==> src/design/adjacent_box_grouping_defines.svh <==
// Assertion macros for the box grouping block.
`ifndef ADJACENT_BOX_GROUPING_DEFINES_SVH
`define ADJACENT_BOX_GROUPING_DEFINES_SVH
`ifndef NO_ASSERTIONS
`define ABG_ASSERT_SAME(lbl, a, c) \
	lbl: assert property (@(posedge clk) disable iff (!arst_n) (a) |-> (c)) \
		else $error("abg check failed");
`define ABG_ASSERT_NEXT(lbl, a, c) \
	lbl: assert property (@(posedge clk) disable iff (!arst_n) (a) |=> (c)) \
		else $error("abg check failed");
`else
`define ABG_ASSERT_SAME(lbl, a, c)
`define ABG_ASSERT_NEXT(lbl, a, c)
`endif
`endif

==> src/design/abg_pkg.sv <==
// Shared types and constants for the box grouping block.
package abg_pkg;
	localparam int COORD_W       = 16;
	localparam int MAX_BOXES_DEF = 64;
	localparam int BOX_NUM_W     = 6;
	localparam int GRP_NUM_W     = 6;
	localparam int TOTAL_W       = 7;

	typedef enum logic [3:0] {
		ST_CLEAR, ST_IDLE, ST_START, ST_SCAN_RD, ST_SCAN_EV, ST_MERGE_RD, ST_MERGE_EV,
		ST_REMAP_RD, ST_REMAP_MAP, ST_REMAP_WR, ST_COMMIT, ST_DONE, ST_OUT_RD, ST_OUT_SHOW
	} state_t;

	typedef struct packed {
		logic load;
		logic cnt_clr;
		logic cnt_inc;
		logic set_ovf;
		logic scan_ev;
		logic merge_ev;
		logic remap_wr;
		logic commit;
		logic out_load;
		logic list_clr;
		logic clr_wr;
	} cmd_t;

	typedef struct packed {
		logic full;
		logic empty;
		logic final_box;
		logic any;
		logic scan_last;
		logic merge_last;
		logic clr_last;
		logic out_free;
	} sts_t;
endpackage

==> src/design/abg_ctrl.sv <==
// Controller state machine for the box grouping block.
module abg_ctrl
	import abg_pkg::*;
(
	input  logic   clk,
	input  logic   arst_n,
	input  logic   in_valid,
	output logic   in_ready,
	input  sts_t   sts,
	output cmd_t   cmd
);
	state_t state_q, state_d;

	always_ff @(posedge clk or negedge arst_n) begin
		if (!arst_n) begin
			state_q <= ST_CLEAR;
		end else begin
			state_q <= state_d;
		end
	end

	always_comb begin
		state_d  = state_q;
		cmd      = '0;
		in_ready = 1'b0;
		unique case (state_q)
			ST_CLEAR: begin
				cmd.clr_wr = 1'b1;
				if (sts.clr_last) begin
					cmd.cnt_clr = 1'b1;
					state_d     = ST_IDLE;
				end else begin
					cmd.cnt_inc = 1'b1;
				end
			end
			ST_IDLE: begin
				in_ready = 1'b1;
				if (in_valid) begin
					cmd.load    = 1'b1;
					cmd.cnt_clr = 1'b1;
					state_d     = ST_START;
				end
			end
			ST_START: begin
				priority if (sts.full) begin
					cmd.set_ovf = 1'b1;
					state_d     = ST_DONE;
				end else if (sts.empty) begin
					state_d = ST_COMMIT;
				end else begin
					state_d = ST_SCAN_RD;
				end
			end
			ST_SCAN_RD: state_d = ST_SCAN_EV;
			ST_SCAN_EV: begin
				cmd.scan_ev = 1'b1;
				if (sts.scan_last) begin
					cmd.cnt_clr = 1'b1;
					state_d     = ST_MERGE_RD;
				end else begin
					cmd.cnt_inc = 1'b1;
					state_d     = ST_SCAN_RD;
				end
			end
			ST_MERGE_RD: state_d = ST_MERGE_EV;
			ST_MERGE_EV: begin
				cmd.merge_ev = 1'b1;
				if (sts.merge_last) begin
					cmd.cnt_clr = 1'b1;
					state_d     = sts.any ? ST_REMAP_RD : ST_COMMIT;
				end else begin
					cmd.cnt_inc = 1'b1;
					state_d     = ST_MERGE_RD;
				end
			end
			ST_REMAP_RD:  state_d = ST_REMAP_MAP;
			ST_REMAP_MAP: state_d = ST_REMAP_WR;
			ST_REMAP_WR: begin
				cmd.remap_wr = 1'b1;
				if (sts.scan_last) begin
					state_d = ST_COMMIT;
				end else begin
					cmd.cnt_inc = 1'b1;
					state_d     = ST_REMAP_RD;
				end
			end
			ST_COMMIT: begin
				cmd.commit = 1'b1;
				state_d    = ST_DONE;
			end
			ST_DONE: begin
				cmd.cnt_clr = 1'b1;
				state_d     = sts.final_box ? ST_OUT_RD : ST_IDLE;
			end
			ST_OUT_RD: state_d = ST_OUT_SHOW;
			ST_OUT_SHOW: begin
				if (sts.out_free) begin
					cmd.out_load = 1'b1;
					if (sts.scan_last) begin
						cmd.list_clr = 1'b1;
						cmd.cnt_clr  = 1'b1;
						state_d      = ST_IDLE;
					end else begin
						cmd.cnt_inc = 1'b1;
						state_d     = ST_OUT_RD;
					end
				end
			end
			default: state_d = ST_CLEAR;
		endcase
	end
endmodule

==> config.mk <==
export PLATFORM = sky130hd
export DESIGN_NAME = abg_ctrl
export DESIGN_NICKNAME = d
export VERILOG_FILES = /design/src/design/adjacent_box_grouping_defines.svh /design/src/design/abg_pkg.sv /design/src/design/abg_ctrl.sv
export SDC_FILE = /design/constraint.sdc
export NUM_CORES = 1
export LEC_CHECK = 0
export BUFFER_PORTS_ARGS = -buffer_cell sky130_fd_sc_hd__buf_2
export CORE_MARGIN = 2
export CORE_UTILIZATION = 48
export DETAILED_ROUTE_END_ITERATION = 12
export PLACE_DENSITY_LB_ADDON = 0.25
export SKIP_LAST_GASP = 1
export SYNTH_ARGS = -nofsm -noshare
export SYNTH_HDL_FRONTEND = slang
export SYNTH_SLANG_ARGS = --single-unit
==> constraint.sdc <==
create_clock -name clk -period 2.03 [get_ports clk]
set_input_delay 0.406 -clock clk [delete_from_list [all_inputs] [get_ports clk]]
set_output_delay 0.406 -clock clk [all_outputs]
set_load 0.05 [all_outputs]
After elaboration in Yosys (flattened, before gate mapping)
Index checks and enable logic that the tools add are counted.
Storage, ports and cells
  word-level logic and storage cells: 53
  output and inout port bits: 12
  flip-flop bits (word level): 4
  input bits: 11
Cells by class
  equal/unequal tests: 16
  reductions and logical operators: 3
  muxes and demuxes: 33
Operators with widths (number)
  case mux 4 bit (14 select lines): 1
  2-to-1 mux 4 bit: 10
  equality test 4 bit (second input constant): 6
  equality test 4 x 3 -> 1 bit (second input constant): 4
  2-to-1 mux 1 bit: 15
  equality test 4 x 2 -> 1 bit (second input constant): 2
  2-to-1 mux 2 bit: 4
  != test 2 bit (second input constant): 3
  case mux 1 bit (6 select lines): 1
  equality test 4 x 1 -> 1 bit (second input constant): 1
  zero test 4 bit: 1
  case mux 1 bit (4 select lines): 1
  2-to-1 mux 3 bit: 1
  AND reduction 3 bit: 1
  OR reduction 2 bit: 1

Depth between registers and ports, before layout
Gate-level depths: netlist (run 1).
  depth after elaboration: 3
  gate-level depth with buffers: 6
  mapped depth without buffers: 4

Worst setup path before layout (run 1)
No wires, ideal clock.
  path kind: reg-to-output
  from: reg state_q[1]
  to: out cmd[9] in the netlist's numbering
  data arrival time: 2.504 ns
  stages on the path, launching flop included: 6
  required time: 1.624 ns
  slack: -0.880 ns
  buffers on the path: 1
  path through: dfrtp_1 buf_6 nand2b_1 nor3_1 a21oi_1 o21ai_0
RTL lines
  from (decl): RTL line abg_ctrl.sv:12  | state_t state_q, state_d;
  from (signal assigned): RTL line abg_ctrl.sv:18  | state_q <= state_d;
  to (decl): RTL line abg_ctrl.sv:10  | output cmd_t cmd

==> results of run 1 <==
## worst max path at each step
stage	end	startpoint	depth (start not counted)	slack [ns]
floorplan	cmd[9]	state_q[0]	5	-0.30
global placement	cmd[8]	sts[2]	6	0.24
detailed placement	cmd[8]	sts[2]	6	0.21
CTS	cmd[6]	state_q[2]	4	0.007
global route	cmd[7]	state_q[0]	4	-0.02
finish	cmd[9]	state_q[1]	5	0.06
## layout make-up
cell class | instances | area, um2
fill | 125 | 412.9
inverter | 5 | 18.77
sequential | 4 | 105.1
multi-input combinational | 72 | 520.5
tap | 15 | 18.77
timing repair buffer | 32 | 202.7
clock buffer | 3 | 22.52
## through the flow
step                      cells  utilization (%)  setup TNS (ns)
final                       131            68.27               0
after global routing        131            68.27        -0.02159
after CTS                   131            66.35               0
after detailed placement    127            63.46               0
after global placement      127            63.46               0
after floorplan              91                -         -0.4026
## where the power goes
group	total [mW]	leakage, nW	switching [mW]	internal [mW]
logic	1.25	0.339	0.769	0.478
registers	0.240	0.0443	0.110	0.130
clock network	0.102	0.0138	0.0356	0.0663
total	1.59	0.397	0.914	0.674
## cell usage in the layout, fill, tap and decap left out, types with 2 or more instances in the layout
| master | count |
|---|---|
| sky130_fd_sc_hd__a21oi_1 | 5 |
| sky130_fd_sc_hd__nand2_1 | 6 |
| sky130_fd_sc_hd__o21ai_0 | 4 |
| sky130_fd_sc_hd__a31oi_1 | 2 |
| sky130_fd_sc_hd__nor3_2 | 2 |
| sky130_fd_sc_hd__nand3_1 | 3 |
| sky130_fd_sc_hd__buf_6 | 2 |
| sky130_fd_sc_hd__nand2b_1 | 6 |
| sky130_fd_sc_hd__buf_2 | 19 |
| sky130_fd_sc_hd__a21o_1 | 2 |
| sky130_fd_sc_hd__dfrtp_2 | 4 |
| sky130_fd_sc_hd__or3_1 | 2 |
| sky130_fd_sc_hd__nor4_4 | 2 |
| sky130_fd_sc_hd__a221oi_1 | 2 |
| sky130_fd_sc_hd__nor2b_1 | 2 |
| sky130_fd_sc_hd__inv_1 | 5 |
| sky130_fd_sc_hd__clkbuf_4 | 4 |
| sky130_fd_sc_hd__nor2_1 | 9 |
| sky130_fd_sc_hd__buf_4 | 9 |
| sky130_fd_sc_hd__nor3_1 | 4 |
| sky130_fd_sc_hd__o32ai_1 | 2 |
## worst max-delay path, stage by stage, from the launching register on
cell	delay, ns
sky130_fd_sc_hd__dfrtp_2	0.45
sky130_fd_sc_hd__nand2b_2	0.24
sky130_fd_sc_hd__o32ai_2	0.22
sky130_fd_sc_hd__a21oi_1	0.10
sky130_fd_sc_hd__o21ai_0	0.09
sky130_fd_sc_hd__buf_4	0.23
## metal layers
layer / GRT usage (%) / vias up
li1: - / 380
met1: 35.87 / 353
met2: 40.23 / 22
met3: 1.596 / 5
met4: 14.52 / 0
met5: 0 / -
## logic make-up after synthesis
kind of cell	Yosys count	synth area share (%)
buffers and inverters	15	16.60
flip-flops	4	14.93
AO/OA/AOI/OAI	27	27.99
multiplexers	2	3.172
AND/OR/NAND/NOR	43	37.31
## what timing repair did
item,4_1_cts,5_1_grt
hold buffers,1,0
resized for setup,2,9
hold endpoints to repair,4,0
setup endpoints to repair,2,10
==> metrics.log, run 1 <==
INFO  metric postPlaceCellArea = 825.8 um2
INFO  metric synth_cells = 91
INFO  metric total_leakage_power = 0.3971 nW
INFO  metric setup-violations-final = 0
INFO  metric dpl_worst_slack = 0.2096 ns
INFO  metric hold_violations_final = 0
INFO  metric largest_reg_flops = 4
INFO  metric wirelength_met1 = 899 um
INFO  metric fp.dieW = 41.38 um
INFO  metric endpoint_kind = output port
INFO  metric yosys_warnings = 0
INFO  metric nets = 129
INFO  metric met3RoutedLength = approximately 60 um
INFO  metric synth_enable_flop_cells = 0
INFO  metric rr_endpoint = state_q[2]
INFO  metric synthArstFlopShare = 100.0%
INFO  metric grt_pass1_vias = 611
INFO  metric yosysSeqAreaShare = ~15%
INFO  metric met2_wirelength = just over 900 um
INFO  metric netlist.top_cell.by_area = sky130_fd_sc_hd__dfrtp_1
INFO  metric rows = 13
INFO  metric grt_overflow_total = 0
INFO  metric drt_wl_total = ~1900 um
INFO  metric yosys_register_bits = 4
INFO  metric clock_sink_count = 4
INFO  metric htree_levels = 1
INFO  metric route.vias.total = between 700 and 800
INFO  metric drt-initial-drc-count = 13
INFO  metric drt_drc_violations_left = 0
INFO  metric initial_core_util = 51.54%
INFO  metric maxCapViolations = 0
INFO  metric setup.worst_path.start_class = register
INFO  metric reg2reg_setup_slack = 0.34 ns
INFO  metric maximum_number_of_pins_on_one_net_before_global_route_repair = 21
INFO  metric cts-buffers-inserted = 3
INFO  metric cts.clk_slew.worst_paths = 0.04 ns
INFO  metric top_ff_cell_synth = sky130_fd_sc_hd__dfrtp_1
INFO  metric core-area = 1301 um2
INFO  metric detail_route.wl_per_cell = 14.62 um
INFO  metric powerDensity = 1788 nW/um2
INFO  metric fmaxAchievable = 507.0 MHz
INFO  metric min-delay-path-class = in2async
INFO  metric die_area = 1712 um2
INFO  metric die-height = 41.38 um
INFO  metric yosysMostFrequentCell = sky130_fd_sc_hd__nor2_1
INFO  metric synthTopCellsByArea = sky130_fd_sc_hd__dfrtp_1, sky130_fd_sc_hd__buf_6, sky130_fd_sc_hd__nand2b_1, sky130_fd_sc_hd__nor2_1, sky130_fd_sc_hd__nor3_1
INFO  metric synth.avg_cell_area = ~7.4 um2
INFO  metric gr-usage-all-layers = a little over a quarter
INFO  metric area_of_the_mapped_netlist = approximately 670 um2
INFO  metric worst_slew_margin_rel = 82.79%
INFO  metric design.portCount = 23
INFO  metric layout_top_registers = state_q: 4 flops
INFO  metric ant_nets = 0
INFO  metric worst_ep_arrival_time = roughly 1.6 ns
INFO  metric r2r.worst_path.cells = 5
INFO  metric route.top_layer_used = met4
INFO  metric transition_time_at_the_pin_with_the_least_slew_margin = around 0.26 ns
INFO  metric synth_largest_type_area_fraction = 14.93%
INFO  metric max-vdd-ir-drop = 975.9 uV
INFO  metric r2r_start = state_q[3]
INFO  metric routed_via_density = 5.802
INFO  metric gpl.final_weighted_congestion = 0.8972
INFO  metric cts_root_buffer = sky130_fd_sc_hd__clkbuf_4
INFO  metric worst-endpoint-required = 1.62 ns
INFO  metric setup_repair_bufs_after_cts = 0
INFO  metric grt_pass1_wl = 2877 um
INFO  metric antenna_found_initial = 0
INFO  metric drive_gt1_share = approximately 45%
INFO  metric layout_worst_path_cycle_share = 97.15%
INFO  metric report.power.total = around 1.6 mW
INFO  metric synth.lib_cells_used.distinct = 37
INFO  metric antenna_cells = 0
INFO  metric timing_worst_setup_path_type = reg2out
INFO  metric tritoncts_clock_tree = built
INFO  metric post_synth_most_frequent_cells = sky130_fd_sc_hd__nor2_1, sky130_fd_sc_hd__nand2b_1, sky130_fd_sc_hd__buf_6, sky130_fd_sc_hd__nand2_1, sky130_fd_sc_hd__nor3_1
INFO  metric layout_setup_ws = 0.05780 ns
INFO  metric worst_clock_skew = 0.004841 ns
INFO  metric period_minus_slack = between 1.5 and 2 ns
INFO  metric status = completed
INFO  metric drt_first_pass_iters = 4
INFO  metric area_growth = 32.46%
INFO  metric cts.path.max_buffers = 2
INFO  metric syn_nets = between 100 and 150
INFO  metric port-buffer-count = 22
INFO  metric dp_hpwl = 1382 um
INFO  metric regMostFlops = state_q
INFO  metric crit_fanout = 6
INFO  metric rsz0062_at_grt = true
INFO  metric worst_hold_slack = 0.4964 ns
INFO  metric design_area = slightly below 900 um2
INFO  metric drv_slew = 0
INFO  metric clkLatencyLatePin = roughly 0.24 ns
(Power assumes the default switching activity.)
==> run 2: changes to the inputs <==
--- a/config.mk
+++ b/config.mk
@@ -6,10 +6,13 @@
 export NUM_CORES = 1
 export LEC_CHECK = 0
 export BUFFER_PORTS_ARGS = -buffer_cell sky130_fd_sc_hd__buf_2
+export CAP_MARGIN = 10
 export CORE_MARGIN = 2
 export CORE_UTILIZATION = 48
 export DETAILED_ROUTE_END_ITERATION = 12
 export PLACE_DENSITY_LB_ADDON = 0.25
+export RECOVER_POWER = 25
+export SETUP_SLACK_MARGIN = 0.15
 export SKIP_LAST_GASP = 1
 export SYNTH_ARGS = -nofsm -noshare
 export SYNTH_HDL_FRONTEND = slang
==> run 2 against run 1 <==
Compared with the run above:
- utilization grew 7.0 points
- total power grew 11%
- critical path depth is the same
- worst setup slack gained 0.032 ns
- global-route usage shrank 1.9 points
- maximum frequency grew 1.7%
- clock skew grew 0.0060 ns
- first-iteration DRC count grew 69%
- critical path type unchanged
- largest cell class unchanged
==> metrics.log, run 2 (same netlist as run 1, synthesis figures left out) <==
INFO  metric antenna_found_initial = 0 (unchanged)
INFO  metric grt_pass1_wl = 2628 um (-8.7%)
INFO  metric fillerInstances = 99 (-21%)
INFO  metric timing.critical_path.max_delay_family = simple AND/OR/NAND/NOR gates
INFO  metric timing.critical_path.depth = 5 (unchanged)
INFO  metric layout_setup_ws = 0.09020 ns (+0.03240 ns)
INFO  metric setup-violations-final = 0 (unchanged)
INFO  metric nets = 133 (+3.1%)
INFO  metric maxCapViolations = 0 (unchanged)
INFO  metric route.vias.total = 800 (+5.3%)
INFO  metric regArea = 105.1 um2 (unchanged)
INFO  metric grt_overflow_total = 0 (unchanged)
INFO  metric total_switching_power = 973.7 uW (+6.5%)
INFO  metric drive_gt1_share = 51.67% (+6.8 points)
INFO  metric cts.clk_slew.worst_paths = 0.04 ns (about the same)
INFO  metric rows = 13 (unchanged)
INFO  metric multi_input_comb_area = 553.0 um2 (+6.2%)
INFO  metric clkLatencyLatePin = 0.25 ns (about the same)
INFO  metric worst_path_max_delay_cell = sky130_fd_sc_hd__dfrtp_2
INFO  metric dp_hpwl = 1390 um (+0.56%)
INFO  metric p_int = 787.6 uW (+17%)
INFO  metric grt_pass1_vias = 606 (-0.82%)
INFO  metric status = completed
INFO  metric hold_violations_final = 0 (unchanged)
INFO  metric setup.worst_path.start_class = register
INFO  metric crit_chain = nor3_2, a21oi_1, or3_4, o31ai_4, buf_6
INFO  metric htree_levels = 1 (unchanged)
INFO  metric die_area = 1712 um2 (unchanged)
INFO  metric layout_worst_path_cycle_share = 95.56% (-1.6 points)
INFO  metric largest_reg_flops = 4 (unchanged)
INFO  metric worst_clock_skew = 0.01084 ns (+0.005999 ns)
INFO  metric antenna_cells = 0 (unchanged)
INFO  metric ant_nets = 0 (unchanged)
INFO  metric min-delay-path-class = in2async
INFO  metric routed_via_density = 5.926 (+2.1%)
INFO  metric dpl_worst_slack = 0.1902 ns (-0.01932 ns)
INFO  metric drt-initial-drc-count = 22 (+9)
INFO  metric cts.path.max_buffers = 2 (unchanged)
INFO  metric share_comb_of_total_power = 82.2% (+3.7 points)
INFO  metric r2r.worst_path.cells = 6 (+1)
INFO  metric area_growth = 46.08%
INFO  metric commonest_non_fill_non_tap_cell_in_the_layout = sky130_fd_sc_hd__buf_4
INFO  metric worst-endpoint-required = 1.62 ns (about the same)
INFO  metric drt_first_pass_iters = 4 (unchanged)
INFO  metric gr-usage-all-layers = 24.28% (-1.9 points)
INFO  metric endpoint_kind = output port
INFO  metric worst_slew_margin_rel = 79.85% (-2.9 points)
INFO  metric initial_core_util = 51.54% (unchanged)
INFO  metric drt_wl_total = 2055 um (+7.3%)
INFO  metric maximum_number_of_pins_on_one_net_before_global_route_repair = 16 (-24%)
INFO  metric tritoncts_clock_tree = built
INFO  metric cts-buffers-inserted = 3 (unchanged)
INFO  metric fp.dieW = 41.38 um (unchanged)
INFO  metric die-height = 41.38 um (unchanged)
INFO  metric timing_worst_setup_path_type = reg2out
INFO  metric transition_time_at_the_pin_with_the_least_slew_margin = 0.3009 ns (+0.04433 ns)
INFO  metric cts_root_buffer = sky130_fd_sc_hd__clkbuf_4
INFO  metric layout_top_registers = state_q: 4 flops
INFO  metric total_leakage_power = 0.4281 nW (+7.8%)
INFO  metric period_minus_slack = 1.940 ns (-0.03240 ns)
INFO  metric regMostFlops = state_q
INFO  metric port-buffer-count = 22 (unchanged)
INFO  metric detail_route.wl_per_cell = 15.22 um (+4.1%)
INFO  metric most_used_cells_in_the_layout_excluding_fill_and_tap_cells = sky130_fd_sc_hd__buf_4, sky130_fd_sc_hd__buf_2, sky130_fd_sc_hd__nor2_1
INFO  metric clock_sink_count = 4 (unchanged)
INFO  metric drv_slew = 0 (unchanged)
INFO  metric rsz0062_at_grt = true
INFO  metric worst_ep_arrival_time = 1.53 ns (-0.04 ns)
INFO  metric crit_fanout = 6 (unchanged)
INFO  metric sequentialPowerShare = 11.9% (-3.2 points)
INFO  metric design.portCount = 23 (unchanged)
INFO  metric powerDensity = 1798 nW/um2 (+0.54%)
INFO  metric utilization = 75.29% (+7.0 points)
INFO  metric drt_drc_violations_left = 0 (unchanged)
INFO  metric max-vdd-ir-drop = 784.4 uV (-20%)
INFO  metric core-area = 1301 um2 (unchanged)
INFO  metric worstPathBufferInverterCount = 1 (unchanged)
INFO  metric p_clk_share = 5.9% (-0.5 points)
INFO  metric power.share.switching = 55.28% (-2.3 points)
INFO  metric gpl.final_weighted_congestion = 0.9001 (+0.32%)
INFO  metric fmaxAchievable = 515.5 MHz (+1.7%)
INFO  metric cpPeakStageDelay = 0.44 ns (about the same)
==> run 2: changes by cell type in the layout (fill, tap and decap cells not counted), moves of 2 or more <==
cell,delta
sky130_fd_sc_hd__buf_2,-7
sky130_fd_sc_hd__buf_4,+6
sky130_fd_sc_hd__nand2_1,-2
sky130_fd_sc_hd__nor2_1,-2
sky130_fd_sc_hd__buf_6,+4
sky130_fd_sc_hd__nand2_2,+2
sky130_fd_sc_hd__nor2_2,+2
==> run 2: final timing paths <==
check                                 from         end  slack (ns)
worst min register to register  state_q[3]  state_q[0]        0.78
worst min-delay path                arst_n  state_q[2]        0.53
worst max register to register  state_q[0]  state_q[2]        0.45
worst max-delay path            state_q[1]      cmd[8]        0.09
min in group clk                    sts[0]  state_q[0]        0.56
max in group asynchronous           arst_n  state_q[0]        1.27
==> run 2: repair_timing <==
action,CTS,global route
hold buffers,1,0
resized for setup,19,8
setup endpoints to repair,12,10
endpoints found under the hold margin,4,0
buffers inserted,1,5
pin swaps,0,1
cloned,0,0
==> run 2: worst reg2reg max path: stages, from the launching register on <==
cell and delay, ns:
sky130_fd_sc_hd__dfrtp_2 0.46, sky130_fd_sc_hd__buf_4 0.16, sky130_fd_sc_hd__buf_4 0.16, sky130_fd_sc_hd__and2_4 0.15, sky130_fd_sc_hd__o32ai_1 0.11, sky130_fd_sc_hd__a221oi_1 0.07, sky130_fd_sc_hd__or3_1 0.34
==> run 2: stage by stage <==
stage	cell area (um2)	instances	setup TNS [ns]	hold slack, ns	power [mW]
2_1_floorplan	742.0	91	-0.03506	0.1104	1.267
3_3_place_gp	830.8	125	0	0.2138	1.395
3_5_place_dp	830.8	125	0	0.2186	1.416
4_1_cts	920.9	130	0	0.5022	1.631
5_1_grt	979.7	135	0	0.5822	1.853
6_report	979.7	135	0	0.5336	1.761
==> run 2: routing by layer <==
| layer | track usage (%) | wire [um] | vias to the layer above |
|---|---|---|---|
| met3 | 1.596 | 87 | 7 |
| met1 | 27.74 | 819 | 376 |
| met5 | 0 | 0 | - |
| met4 | 12.10 | 46 | 0 |
| li1 | - | - | 389 |
| met2 | 44.92 | 1102 | 28 |
==> run 2: layout make-up <==
type,instances,area share [%]
well taps,15,1.916
repair buffers,36,26.69
multi-input cells,72,56.45
inverters,5,1.916
clock buffers,3,2.299
flip-flops and latches,4,10.73
==> run 2: power by group through the flow <==
stage	Clock, mW	Sequential, mW	Combinational, mW
floorplan	0	0.136	1.13
global placement	0	0.212	1.18
detailed placement	0	0.215	1.20
CTS	0.104	0.225	1.30
global route	0.104	0.213	1.54
finish	0.104	0.210	1.45
